--- src/hw/rtl/button_debounce_short_long_press_unit_defines.svh ---
// Assertion macros shared by the button debounce RTL.
`ifndef BUTTON_DEBOUNCE_SHORT_LONG_PRESS_UNIT_DEFINES_SVH
`define BUTTON_DEBOUNCE_SHORT_LONG_PRESS_UNIT_DEFINES_SVH

// Same-cycle implication, checked outside reset.
`define BDSLP_ASSERT_NOW(lbl, ante, cons, msg) \
  lbl: assert property (@(posedge clk) disable iff (!rst_n) (ante) |-> (cons)) \
    else $error(msg);

// Next-cycle implication, checked outside reset.
`define BDSLP_ASSERT_NEXT(lbl, ante, cons, msg) \
  lbl: assert property (@(posedge clk) disable iff (!rst_n) (ante) |=> (cons)) \
    else $error(msg);

`endif

--- src/hw/rtl/bdslp_pkg.sv ---
// Package with types and constants for the button debounce unit.
`default_nettype none
package bdslp_pkg;

  localparam int unsigned DEB_W  = 8;
  localparam int unsigned HOLD_W = 16;
  localparam int unsigned CFG_IDX_W  = 2;
  localparam int unsigned CFG_DATA_W = 16;

  localparam logic [DEB_W-1:0]  DEBOUNCE_RESET   = 8'd3;
  localparam logic [HOLD_W-1:0] LONG_PRESS_RESET = 16'd100;
  localparam logic [HOLD_W-1:0] HOLD_MAX         = 16'hFFFF;
  localparam logic              ACTIVE_RESET     = 1'b0;
  localparam logic              STABLE_RESET     = 1'b1;

  // Configuration register indexes.
  localparam logic [CFG_IDX_W-1:0] REG_DEBOUNCE     = 2'd0;
  localparam logic [CFG_IDX_W-1:0] REG_LONG_PRESS   = 2'd1;
  localparam logic [CFG_IDX_W-1:0] REG_ACTIVE_LEVEL = 2'd2;

  typedef struct packed {
    logic [DEB_W-1:0]  debounce_ticks;
    logic [HOLD_W-1:0] long_press_ticks;
    logic              active_level;
  } bdslp_cfg_t;

  typedef struct packed {
    logic short_event;
    logic long_event;
    logic debounced_level;
  } bdslp_res_t;

endpackage
`default_nettype wire

--- src/hw/rtl/bdslp_cfg.sv ---
// Configuration register file for the button debounce unit.
`default_nettype none
module bdslp_cfg import bdslp_pkg::*; (
  input  wire logic                  clk,
  input  wire logic                  rst_n,
  input  wire logic                  cfg_valid,
  output logic                       cfg_ready,
  input  wire logic [CFG_IDX_W-1:0]  cfg_index,
  input  wire logic [CFG_DATA_W-1:0] cfg_data,
  output bdslp_cfg_t                 cfg_o
);

  bdslp_cfg_t cfg_r;
  bdslp_cfg_t cfg_nxt;

  assign cfg_ready = 1'b1;
  assign cfg_o     = cfg_r;

  always_comb begin
    cfg_nxt = cfg_r;
    if (cfg_valid) begin
      unique case (cfg_index)
        REG_DEBOUNCE:     cfg_nxt.debounce_ticks   = cfg_data[DEB_W-1:0];
        REG_LONG_PRESS:   cfg_nxt.long_press_ticks = cfg_data[HOLD_W-1:0];
        REG_ACTIVE_LEVEL: cfg_nxt.active_level     = cfg_data[0];
        default:          cfg_nxt = cfg_r;
      endcase
    end
  end

  always_ff @(posedge clk) begin
    if (!rst_n) begin
      cfg_r.debounce_ticks   <= DEBOUNCE_RESET;
      cfg_r.long_press_ticks <= LONG_PRESS_RESET;
      cfg_r.active_level     <= ACTIVE_RESET;
    end else begin
      cfg_r <= cfg_nxt;
    end
  end

endmodule
`default_nettype wire

--- src/hw/rtl/bdslp_core.sv ---
// Debounce and press-length state machine, one sample per accepted request.
`default_nettype none
module bdslp_core import bdslp_pkg::*; (
  input  wire logic       clk,
  input  wire logic       rst_n,
  input  wire logic       push,
  input  wire logic       pin_level,
  input  bdslp_cfg_t      cfg,
  output bdslp_res_t      res
);
  `include "button_debounce_short_long_press_unit_defines.svh"

  logic              stable_r, stable_nxt;
  logic [DEB_W-1:0]  deb_cnt_r, deb_cnt_nxt;
  logic [HOLD_W-1:0] hold_r, hold_nxt;
  logic              long_done_r, long_done_nxt;
  logic              differs;
  logic              short_ev;
  logic              long_ev;

  assign differs = pin_level != stable_r;

  always_comb begin
    stable_nxt    = stable_r;
    deb_cnt_nxt   = deb_cnt_r;
    hold_nxt      = hold_r;
    long_done_nxt = long_done_r;
    short_ev      = 1'b0;
    long_ev       = 1'b0;

    if (differs && (deb_cnt_r < cfg.debounce_ticks)) begin
      deb_cnt_nxt = deb_cnt_r + 1'b1;
    end else if (differs) begin
      stable_nxt  = pin_level;
      deb_cnt_nxt = '0;
      if (pin_level == cfg.active_level) begin
        hold_nxt      = '0;
        long_done_nxt = 1'b0;
      end else if (!long_done_r) begin
        short_ev = 1'b1;
      end
    end else begin
      deb_cnt_nxt = '0;
    end

    // A steady pressed tick advances the saturating hold counter; the stable level is unchanged here.
    if (!differs && (stable_r == cfg.active_level)) begin
      if (hold_r != HOLD_MAX) begin
        hold_nxt = hold_r + 1'b1;
      end
      if ((hold_nxt >= cfg.long_press_ticks) && !long_done_r) begin
        long_ev       = 1'b1;
        long_done_nxt = 1'b1;
      end
    end
  end

  assign res.short_event     = short_ev;
  assign res.long_event      = long_ev;
  assign res.debounced_level = stable_nxt;

  always_ff @(posedge clk) begin
    if (!rst_n) begin
      stable_r    <= STABLE_RESET;
      deb_cnt_r   <= '0;
      hold_r      <= '0;
      long_done_r <= 1'b0;
    end else if (push) begin
      stable_r    <= stable_nxt;
      deb_cnt_r   <= deb_cnt_nxt;
      hold_r      <= hold_nxt;
      long_done_r <= long_done_nxt;
    end
  end

  `BDSLP_ASSERT_NOW(a_no_dual_event, push, !(short_ev && long_ev),
    "short and long events in the same tick")
  `BDSLP_ASSERT_NEXT(a_long_marks_done, push && long_ev, long_done_r,
    "long event did not mark the press as long")
  `BDSLP_ASSERT_NEXT(a_hold_counts,
    push && !differs && (stable_r == cfg.active_level) && (hold_r != HOLD_MAX),
    hold_r == $past(hold_r) + 1'b1,
    "hold counter did not advance on a steady pressed tick")

endmodule
`default_nettype wire

--- src/hw/rtl/bdslp_obuf.sv ---
// Two-entry result buffer: output register plus skid entry.
`default_nettype none
module bdslp_obuf import bdslp_pkg::*; (
  input  wire logic  clk,
  input  wire logic  rst_n,
  input  wire logic  push,
  input  bdslp_res_t push_data,
  output logic       can_push,
  output logic       out_valid,
  input  wire logic  out_ready,
  output bdslp_res_t out_data
);
  `include "button_debounce_short_long_press_unit_defines.svh"

  bdslp_res_t  head_r, head_nxt;
  bdslp_res_t  skid_r, skid_nxt;
  logic [1:0]  count_r, count_nxt;
  logic        pop;

  assign out_valid = count_r != 2'd0;
  assign can_push  = count_r != 2'd2;
  assign out_data  = head_r;
  assign pop       = out_valid && out_ready;

  always_comb begin
    head_nxt  = head_r;
    skid_nxt  = skid_r;
    count_nxt = count_r;
    unique case ({push, pop})
      2'b11: begin
        if (count_r == 2'd2) begin
          head_nxt = skid_r;
          skid_nxt = push_data;
        end else begin
          head_nxt = push_data;
        end
      end
      2'b10: begin
        if (count_r == 2'd0) begin
          head_nxt = push_data;
        end else begin
          skid_nxt = push_data;
        end
        count_nxt = count_r + 1'b1;
      end
      2'b01: begin
        head_nxt  = skid_r;
        count_nxt = count_r - 1'b1;
      end
      default: begin
        count_nxt = count_r;
      end
    endcase
  end

  always_ff @(posedge clk) begin
    if (!rst_n) begin
      count_r <= 2'd0;
    end else begin
      count_r <= count_nxt;
    end
  end

  always_ff @(posedge clk) begin
    head_r <= head_nxt;
    skid_r <= skid_nxt;
  end

  `BDSLP_ASSERT_NOW(a_count_range, 1'b1, count_r != 2'd3,
    "result buffer count out of range")
  `BDSLP_ASSERT_NEXT(a_empty_push, push && (count_r == 2'd0),
    out_valid && (head_r == $past(push_data)),
    "request into empty buffer not presented next cycle")
  `BDSLP_ASSERT_NEXT(a_skid_shift, pop && !push && (count_r == 2'd2),
    (count_r == 2'd1) && (head_r == $past(skid_r)),
    "skid entry not moved to the head after a pop")

endmodule
`default_nettype wire

--- src/hw/rtl/button_debounce_short_long_press_unit.sv ---
// Top level of the button debounce unit with short and long press events.
//
//  Channel | Signals                                          | Direction
//  --------+--------------------------------------------------+----------
//  in      | in_valid, in_ready, in_pin_level                 | sink
//  out     | out_valid, out_ready, out_short_event,           | source
//          | out_long_event, out_debounced_level              |
//  cfg     | cfg_valid, cfg_ready, cfg_index, cfg_data        | sink
//
// One request is taken per cycle while the result buffer has room; its result is registered in the buffer.
// The state update is a single pass of counter logic between the state registers.
// A two-entry result buffer lets two requests land while the output is stalled.
// in_ready depends only on the buffer fill, not on out_ready.
// Synchronous reset restores the register defaults and the released stable level.
`default_nettype none
module button_debounce_short_long_press_unit import bdslp_pkg::*; (
  input  wire logic                  clk,
  input  wire logic                  rst_n,
  input  wire logic                  in_valid,
  output logic                       in_ready,
  input  wire logic                  in_pin_level,
  output logic                       out_valid,
  input  wire logic                  out_ready,
  output logic                       out_short_event,
  output logic                       out_long_event,
  output logic                       out_debounced_level,
  input  wire logic                  cfg_valid,
  output logic                       cfg_ready,
  input  wire logic [CFG_IDX_W-1:0]  cfg_index,
  input  wire logic [CFG_DATA_W-1:0] cfg_data
);

  bdslp_cfg_t cfg;
  bdslp_res_t core_res;
  bdslp_res_t out_res;
  logic       push;

  assign push = in_valid && in_ready;

  bdslp_cfg u_cfg (
    .clk       (clk),
    .rst_n     (rst_n),
    .cfg_valid (cfg_valid),
    .cfg_ready (cfg_ready),
    .cfg_index (cfg_index),
    .cfg_data  (cfg_data),
    .cfg_o     (cfg)
  );

  bdslp_core u_core (
    .clk       (clk),
    .rst_n     (rst_n),
    .push      (push),
    .pin_level (in_pin_level),
    .cfg       (cfg),
    .res       (core_res)
  );

  bdslp_obuf u_obuf (
    .clk       (clk),
    .rst_n     (rst_n),
    .push      (push),
    .push_data (core_res),
    .can_push  (in_ready),
    .out_valid (out_valid),
    .out_ready (out_ready),
    .out_data  (out_res)
  );

  assign out_short_event     = out_res.short_event;
  assign out_long_event      = out_res.long_event;
  assign out_debounced_level = out_res.debounced_level;

endmodule
`default_nettype wire
--- config.mk ---
export PLATFORM = sky130hd
export DESIGN_NAME = button_debounce_short_long_press_unit
export DESIGN_NICKNAME = d
export VERILOG_FILES = /design/src/hw/rtl/bdslp_pkg.sv /design/src/hw/rtl/bdslp_cfg.sv /design/src/hw/rtl/bdslp_core.sv /design/src/hw/rtl/bdslp_obuf.sv /design/src/hw/rtl/button_debounce_short_long_press_unit.sv
export VERILOG_INCLUDE_DIRS = /design/src /design/src/hw/rtl
export SDC_FILE = /design/constraint.sdc
export NUM_CORES = 1
export LEC_CHECK = 0
export ABC_AREA = 1
export BUFFER_PORTS_ARGS = -buffer_cell sky130_fd_sc_hd__buf_2
export CORE_MARGIN = 10
export CORE_UTILIZATION = 30
export DETAILED_ROUTE_END_ITERATION = 16
export SLEW_MARGIN = 30
export SYNTH_ARGS = -nofsm -noshare
export SYNTH_HDL_FRONTEND = slang
export SYNTH_SLANG_ARGS = --single-unit
--- constraint.sdc ---
create_clock -name clk -period 4.3 [get_ports clk]
set_clock_uncertainty 0.15 [all_clocks]
set_input_delay 0.43 -clock clk [delete_from_list [all_inputs] [get_ports clk]]
set_output_delay 0.43 -clock clk [all_outputs]
set_load 0.02 [all_outputs]
==> metrics.txt, run 1 <==
run status=finished, final reports clean; global-route wire length before repair=15200 µm; area delta synth->final=15.0%; setup repair bufs after CTS=0; CTS tree=yes; H-tree depth=3; Routability Congestion=0.847; area leader, netlist=dfxtp_1; Synth top area share=28.2%; Setup Viol. Count Final=0; 1st-iter DRT viols=249; synth top area cells=dfxtp_1 (28%), nand2_1 (16%), ha_1 (9.3%); yosys warns=0; Detail Placement HPWL=6870 µm; clock latency on the worst-skew pair=330 ps; CTS clk-pin slew, worst paths=50 ps; drt wl/cell=12.1 µm; CP Launch Type=flop; Post-DRT Antenna Nets=0; largest net degree at the start of global routing=38; Total Neg Setup Slack=0 ps; period utilization=84.0%; RR Endpoint=u_obuf.out_data[1]; die footprint=17400 µm²; PortBufs=28; Hold Buf Count CTS=0; via count=3530; Final Hold Vio Count=0; fin crit period=3610 ps; I/O pins=30; worst r2r src=u_cfg.cfg_o[20]; Hold WC Path Type=input port to flop; first drt pass iteration count=4; syn_area_per_cell=6.73 µm²; Compound-Gate Fraction of Synth Area=15.8%; antenna violations before repair=0; drt drc=0; Synth Area in XOR/XNOR=2.09%; Final #Nets=635; die height=132 µm; Crit. Startpoint=u_cfg.cfg_o[20]; Die W=132 µm; Num CTS Buffers=9; Worst EP arrival=3550 ps; fmax=277 MHz; Max VDD drop=222 µV; Leak=1.95 nW; multiplexer area fraction after synthesis=0%; Root Buffer=clkbuf_16; Worst slew margin=49.6%; Mapped Area=3770 µm²; diodes inserted=0; unrepaired setup endpoints after global routing=false; HP Start=cfg_data[5]; Synth Instances=560; WS Path Type=flop to flop; overall power=1.76 mW; vias in the first global route=3145; Syn Nets=612; transition time of the tightest slew-check pin=753 ps; GR Overflow Total=0; post-synthesis adder-cell area fraction=9.30%; critical path capture point type=flop; Starting Density=31.0%; layout cell share with drive strength beyond 1=10.5%; Required @ worst endpoint=4230 ps; final max-slew violation count=0; CP endpoint=u_obuf.out_data[1]; main combinational cell family by area after synthesis=simple AND/OR/NAND/NOR gates; CTS resizes=0; GRT Overall Usage=10.5%; fillers=1311; WL final=9150 µm; Reg2Reg Depth=22; Netlist cell types=35; sequential share of the synthesized area=32.9%; post-synthesis simple-gate area fraction=29.8%; # rows=40; Seq cells post-synth=59; clock sinks=59; crit path max fanout=21; max_cap viols=0; Clock Path Buffers=2; R2R setup slack=690 ps; PD cells=405 nW/µm²; Vias/cell=4.67; core area=12200 µm²
## cell usage after synthesis, drive strengths merged
| master | number |
|---|---|
| o21a | 2 |
| clkbuf | 7 |
| nand3b | 2 |
| buf | 10 |
| nor3b | 3 |
| nand3 | 32 |
| nor4 | 1 |
| o21bai | 1 |
| o211ai | 4 |
| nand2 | 167 |
| nand4 | 4 |
| inv | 72 |
| o22a | 1 |
| o21ai | 32 |
| a21o | 1 |
| nor3 | 6 |
| nor2 | 43 |
| a21oi | 71 |
| xor2 | 6 |
| xnor2 | 3 |
| ha | 28 |
| clkinv | 4 |
| edfxtp | 6 |
| conb | 1 |
| dfxtp | 53 |
## placed cells by master, fill, tap and decap left out, types with 3 or more instances in the layout
cell type    n
nand3_2      3
clkinv_1     3
inv_1       72
clkbuf_8     4
nand4_1      3
dfxtp_1     53
xor2_1       6
nor2_1      37
ha_1        28
edfxtp_1     6
nor2_2       3
a21oi_1     68
buf_2       28
nor3_1       5
a21oi_2      3
nand3_1     29
o21ai_0     32
nand2_1    165
xnor2_1      3
clkbuf_16    9
nor2_4       3
o211ai_1     4
## cell families (layout without fill, tap and decap cells)
logic type	count (synthesis)	count (layout)
adders and majority gates	28	28
DFF	59	59
other	1	1
and+or+nand+nor	258	258
AOI/OAI and AO/OA	112	112
buffers and inverters	93	121
xor gates and xnor gates	9	9
## power breakdown
part / switching (mW) / total, mW / internal [mW] / leakage, nW
combinational: 0.261 / 0.398 / 0.137 / 1.32
sequential: 0.0416 / 0.660 / 0.619 / 0.490
clock: 0.245 / 0.697 / 0.452 / 0.146
total: 0.548 / 1.76 / 1.21 / 1.95
## how the worst min path moves through the flow
stage | to | slack (ps) | depth (start not counted)
2_1_floorplan | u_cfg.cfg_o[17] | 280 | 2
3_3_place_gp | u_cfg.cfg_o[11] | 300 | 2
3_5_place_dp | u_cfg.cfg_o[24] | 300 | 2
4_1_cts | u_cfg.cfg_o[6] | 190 | 3
5_1_grt | u_cfg.cfg_o[17] | 210 | 3
6_report | u_cfg.cfg_o[6] | 200 | 3
## final cells by class
cell class	instances	area (µm²)	area share, %
sequential	59	1240	28.6
tap	168	210	4.85
clock inverter	1	5.00	0.115
clock buffer	15	288	6.64
inverter	76	290	6.70
timing repair buffer	29	148	3.41
multi-input combinational	408	2150	49.7
## sequential cells by signal (all words and copies together), names as in the netlist
name and cells:
u_cfg.cfg_o 25, u_obuf.out_data 3, u_core.hold_r 16, u_obuf.count_r 2, u_obuf.skid_r 3, u_core.long_done_r 1, u_core.deb_cnt_r 8, u_core.stable_r 1
## critical path: stages, from the launching register on
cell and delay, ps:
dfxtp_1 310, inv_1 50, ha_1 300, a21oi_1 150, nand2_1 70, nand2_1 70, nand2_1 120, nand2_1 590
nand2_1 150, nand2_1 100, nand2_1 60, inv_1 50, ha_1 220, nand2_1 60, inv_1 30, o21ai_0 130
nand2_1 70, a21oi_1 160, nand3_1 170, nand2_1 90, inv_1 60, o21bai_1 120, nand2_1 60
## stage by stage
step	area, µm²	hold slack (ps)	cells	util [%]	worst slack, ps
global placement	4040	299	740	33.2	830
CTS	4330	195	756	35.6	693
finish	4330	198	756	35.6	686
detailed placement	4040	305	740	33.2	699
global route	4330	214	756	35.6	308
floorplan	3770	279	560	-	1470
## per-layer routing
metal  routed length [µm]  global-route usage (%)  part of all wire (%)  up-vias
met5                    0                       0                     0        -
met2                 4190                    16.4                    46       85
met4                  163                    4.08                   1.8        0
li1                     -                       -                     -     1851
met1                 4330                    13.2                    47     1581
met3                  467                    3.01                   5.1       13
(Power assumes the default switching activity.)
==> inputs of run 2 (changes only) <==
ABC_AREA = 0   (was 1)
clock period = 3.2 ns   (was 4.3 ns; I/O delays follow)
==> metrics.txt, run 2 <==
Post-synth ARST share=0% (unchanged); Final Hold Vio Count=0 (unchanged); Detail Placement HPWL=7390 µm (+7.5%); core area=11600 µm² (-4.5%); Vias/cell=5.01 (+7.4%); Final #Nets=604 (-4.9%); Root Buffer=clkbuf_16; layout cell share with drive strength beyond 1=34.6% (+24 points); Leak=2.08 nW (+6.6%); die footprint=16800 µm² (-3.6%); Final Non-Filler Cells=700 (-7.4%); GR Overflow Total=0 (unchanged); die height=130 µm (-1.8%); PD cells=462 nW/µm² (+14%); Clock Path Buffers=2 (unchanged); vias in the first global route=3458 (+10%); fillers=1138 (-13%); syn_area_per_cell=7.96 µm² (+18%); sequential share of the synthesized area=34.4% (+1.5 points); global-route wire length before repair=16300 µm (+7.6%); largest net degree at the start of global routing=26 (-32%); top-count cell post-synth=nand2_1; run status=finished with violations; Register Area=1250 µm² (+1.0%); top post-synthesis cells by count=nand2_1 (66), dfxtp_1 (53), nor2_1 (43); via count=3509 (-0.59%); Netlist cell types=58 (+66%); Die W=130 µm (-1.8%); Seq cells post-synth=59 (unchanged); Num CTS Buffers=9 (unchanged); critical path capture point type=flop; drt wl/cell=14.3 µm (+18%); Starting Density=31.1% (+0.083 points); Worst EP arrival=3510 ps (-40 ps); ys flop type=dfxtp_1; Mapped Area=3610 µm² (-4.3%); Hold WC Path Type=input port to flop; most frequent cells in the layout=buf_4 (78), nand2_1 (64), dfxtp_1 (43); clock latency on the worst-skew pair=330 ps (about the same); Syn Nets=505 (-17%); GRT Overall Usage=12.0% (+1.5 points); EDFF count, synth=6 (unchanged); Synth top area share=29.4% (+1.3 points); Required @ worst endpoint=3120 ps (-1110 ps); failing checks=setup timing; diodes inserted=0 (unchanged); area leader, netlist=dfxtp_1; PortBufs=28 (unchanged); I/O pins=30 (unchanged); Synth Instances=453 (-19%); max_cap viols=0 (unchanged); WS Path Type=flop to flop; Max VDD drop=303 µV (+36%); crit path max fanout=4 (-81%); clock sinks=59 (unchanged); CTS clk-pin slew, worst paths=60 ps (about the same); number of flip-flops in the largest register=25 (unchanged); placed cells=678 (-8.4%); # rows=39 (-2.5%); Multi-input gate area=2450 µm² (+14%); Routability Congestion=0.889 (+4.9%); leading cell type in the layout, fill and taps excluded=buf_4; first drt pass iteration count=4 (unchanged); yosys warns=0 (unchanged); period utilization=112% (+28 points); Post-DRT Antenna Nets=0 (unchanged); unrepaired setup endpoints after global routing=true; antenna violations before repair=0 (unchanged); H-tree depth=3 (unchanged); CTS tree=yes; overall power=2.35 mW (+34%); fmax=279 MHz (+0.67%); 1st-iter DRT viols=154 (-38%); area delta synth->final=41.0%; synth top area cells=dfxtp_1 (29%), ha_1 (9.7%), nand2_1 (6.9%); WL final=10000 µm (+9.7%); Worst Slack Setup Final=-390 ps (-1080 ps); Setup Viol. Count Final=3 (+3); transition time of the tightest slew-check pin=651 ps (-103 ps); final max-slew violation count=0 (unchanged); drt drc=0 (unchanged); fin crit period=3590 ps (-23.9 ps); CP Launch Type=flop; Hold Buf Count CTS=0 (unchanged); Worst slew margin=56.6% (+7.0 points)
-- run 2: metrics by stage --
stage               instance area, µm²  TNS, ps  utilization [%]  hold WS (ps)  setup slack [ps]
floorplan                         3640     -146                -           293              -146
global placement                  4430     -879             38.1           304              -466
detailed placement                4430    -1210             38.1           307              -636
CTS                               4850     -476             41.7          90.9              -347
global route                      5090    -1200             43.8          99.0              -524
finish                            5090     -849             43.8          93.6              -390
-- run 2: cell type report --
| cell class | count | share of cell area (%) |
|---|---|---|
| clock buffer | 11 | 4.57 |
| clock inverter | 5 | 1.52 |
| inverter | 32 | 2.36 |
| multi-input combinational | 340 | 48.2 |
| sequential | 59 | 24.6 |
| tap | 143 | 3.52 |
| timing repair buffer | 110 | 15.2 |
-- run 2: cells by family (layout without fill, tap and decap cells) --
logic type	count (synthesis)	in the layout	share of synthesized area, %
xor+xnor	11	11	2.67
simple gates	175	175	23.4
buf+inv	54	158	5.90
compound gates	116	116	21.2
mux	9	9	2.57
other cells	1	1	0.104
flops	59	59	34.4
fa+ha+maj	28	28	9.71
-- run 2: timing repair --
item                                    CTS  global route
hold endpoints to repair                  0             0
resized for setup                        28            44
pin swaps                                17            26
endpoints found under the setup margin    3             3
setup buffers                             1             5
-- run 2: report_power, final --
part	switching (mW)	internal (mW)	total (mW)
registers	0.0306	0.822	0.852
logic	0.290	0.186	0.476
clock network	0.343	0.679	1.02
total	0.663	1.69	2.35
-- run 2: layer usage --
layer | GRT usage, % | share of wire (%) | up-vias
met5 | 0 | 0 | -
met4 | 4.89 | 1.8 | 0
met3 | 2.77 | 5.6 | 14
met2 | 19.1 | 46 | 81
met1 | 15.2 | 46 | 1622
li1 | - | - | 1792
-- run 2: final timing paths --
path                    from                 end  slack, ps  cells past startpoint
max          u_cfg.cfg_o[18]  u_obuf.out_data[1]       -390                     15
min             cfg_data[15]     u_cfg.cfg_o[16]         90                      3
max reg2reg  u_cfg.cfg_o[18]  u_obuf.out_data[1]       -390                     15
min reg2reg  u_cfg.cfg_o[16]     u_cfg.cfg_o[16]        310                      2
-- run 2: worst max-delay path, cell delays in order, from the launching register on --
cell and delay [ps]:
dfxtp_2 310, inv_2 80, ha_4 210, a2111oi_4 360, buf_4 190, o21ai_4 60
a21oi_4 240, inv_1 130, a31oi_4 220, ha_1 290, nand4_1 120, nor2_2 70
a2111oi_4 450, nor4_4 120, a221oi_2 250, a21oi_1 70
==> inputs of run 3 (changes only) <==
ABC_AREA = 1   (was 0)
==> metrics.txt, run 3 (synthesis results as in run 1) <==
Max VDD drop=343 µV (+13%); transition time of the tightest slew-check pin=635 ps (-15.8 ps); max_cap viols=0 (unchanged); vias in the first global route=3414 (-1.3%); CP Launch Type=flop; Root Buffer=clkbuf_16; Clock Path Buffers=2 (unchanged); GRT met1 Usage=13.4% (-1.9 points); area delta synth->final=28.1%; drt drc=0 (unchanged); Routability Congestion=0.834 (-6.1%); first drt pass iteration count=4 (unchanged); most frequent cells in the layout=nand2_1 (151), inv_1 (71), a21oi_1 (64); CTS clk-pin slew, worst paths=50 ps (about the same); via count=3688 (+5.1%); clock latency on the worst-skew pair=330 ps (about the same); Final Non-Filler Cells=785 (+12%); layout cell share with drive strength beyond 1=21.4% (-13 points); final max-slew violation count=0 (unchanged); I/O pins=30 (unchanged); diodes inserted=0 (unchanged); core area=12200 µm² (+4.7%); Required @ worst endpoint=3130 ps (about the same); period utilization=92.7% (-19 points); critical path capture point type=flop; WL final=9760 µm (-2.7%); crit path max fanout=7 (+3); Min Hold Slack=83.8 ps (-9.82 ps); 1st-iter DRT viols=219 (+42%); Multi-input gate area=2390 µm² (-2.7%); CTS tree=yes; Die W=132 µm (+1.9%); antenna violations before repair=0 (unchanged); # rows=40 (+2.6%); number of flip-flops in the largest register=25 (unchanged); clock sinks=59 (unchanged); drt wl/cell=12.4 µm (-13%); Hold WC Path Type=input port to flop; Post-DRT Antenna Nets=0 (unchanged); Num CTS Buffers=9 (unchanged); H-tree depth=3 (unchanged); GRT met2 Usage=17.4% (-1.7 points); GR Util met3=2.90% (+0.12 points); PD cells=520 nW/µm² (+13%); fmax=337 MHz (+21%); Leak=2.13 nW (+2.3%); fin crit period=2970 ps (-622 ps); Final #Nets=664 (+9.9%); placed cells=758 (+12%); Worst EP arrival=2900 ps (-610 ps); GR Overflow Total=0 (unchanged); Vias/cell=4.70 (-6.3%); run status=finished, final reports clean; die height=132 µm (+1.9%); Worst slew margin=57.6% (+1.0 points); Hold Buf Count CTS=0 (unchanged); Detail Placement HPWL=7150 µm (-3.2%); fillers=1274 (+12%); leading cell type in the layout, fill and taps excluded=nand2_1; WS Path Type=flop to flop; Register Area=1240 µm² (-0.70%); die footprint=17400 µm² (+3.7%); Setup Viol. Count Final=0 (-3); PortBufs=28 (unchanged); largest net degree at the start of global routing=38 (+46%); Starting Density=31.0% (-0.083 points); global-route wire length before repair=15900 µm (-2.4%); GRT Max-Usage Layer=met2; GRT Overall Usage=10.9% (-1.1 points); Final Hold Vio Count=0 (unchanged)
run 3: final cells by class:
type                    count  share of cell area (%)
well taps                 168                    4.36
flip-flops and latches     59                    25.8
clock inverters             4                   0.985
multi-input cells         408                    49.5
inverters                  76                    6.02
repair buffers             58                    7.81
clock buffers              12                    5.52
run 3: timing repair:
item,4_1_cts,5_1_grt
pin swaps,1,23
hold endpoints to repair,0,0
endpoints found under the setup margin,2,3
setup buffers,0,11
resized for setup,5,47
run 3: path summary, 6_finish.rpt:
kind / end / depth (start not counted) / slack [ps] / from
max: u_obuf.out_data[1] / 19 / 230 / u_core.hold_r[1]
min: u_cfg.cfg_o[3] / 3 / 80 / cfg_data[2]
max reg2reg: u_obuf.out_data[1] / 19 / 230 / u_core.hold_r[1]
min reg2reg: u_cfg.cfg_o[24] / 2 / 310 / u_cfg.cfg_o[24]
run 3: metal layers:
layer / vias to the layer above / wire, µm
met3: 10 / 479
met5: - / 0
li1: 1905 / -
met2: 81 / 4650
met4: 0 / 169
met1: 1692 / 4460
run 3: worst max-delay path: stages, from the launching register on:
cell and delay [ps]:
dfxtp_2 350, ha_4 150, nand2_2 70, nor2_4 130, nand4_1 200, nor2_4 200, nand3_4 190, nand2_2 110
nand2_1 60, ha_1 270, nand2_1 70, inv_1 60, o21ai_1 80, nand2_1 90, a21oi_2 130, nand3_2 110
nand2_1 70, inv_1 60, o21bai_1 120, nand2_1 60
run 3: through the flow:
stage | util (%) | setup TNS, ps | instance area [µm²] | setup slack, ps | power, mW
floorplan | - | 0 | 3770 | 367 | 1.30
global placement | 34.3 | -47.4 | 4180 | -26.9 | 1.45
detailed placement | 34.3 | -153 | 4180 | -79.4 | 1.47
CTS | 37.1 | 0 | 4510 | 9.18 | 2.48
global route | 39.7 | -40.3 | 4820 | -33.1 | 2.66
finish | 39.7 | 0 | 4820 | 232 | 2.51
run 3: report_power, final:
part           switching (mW)  total, mW  internal [mW]
Sequential             0.0436      0.876          0.832
Combinational           0.400      0.636          0.236
Clock                   0.333      0.995          0.662
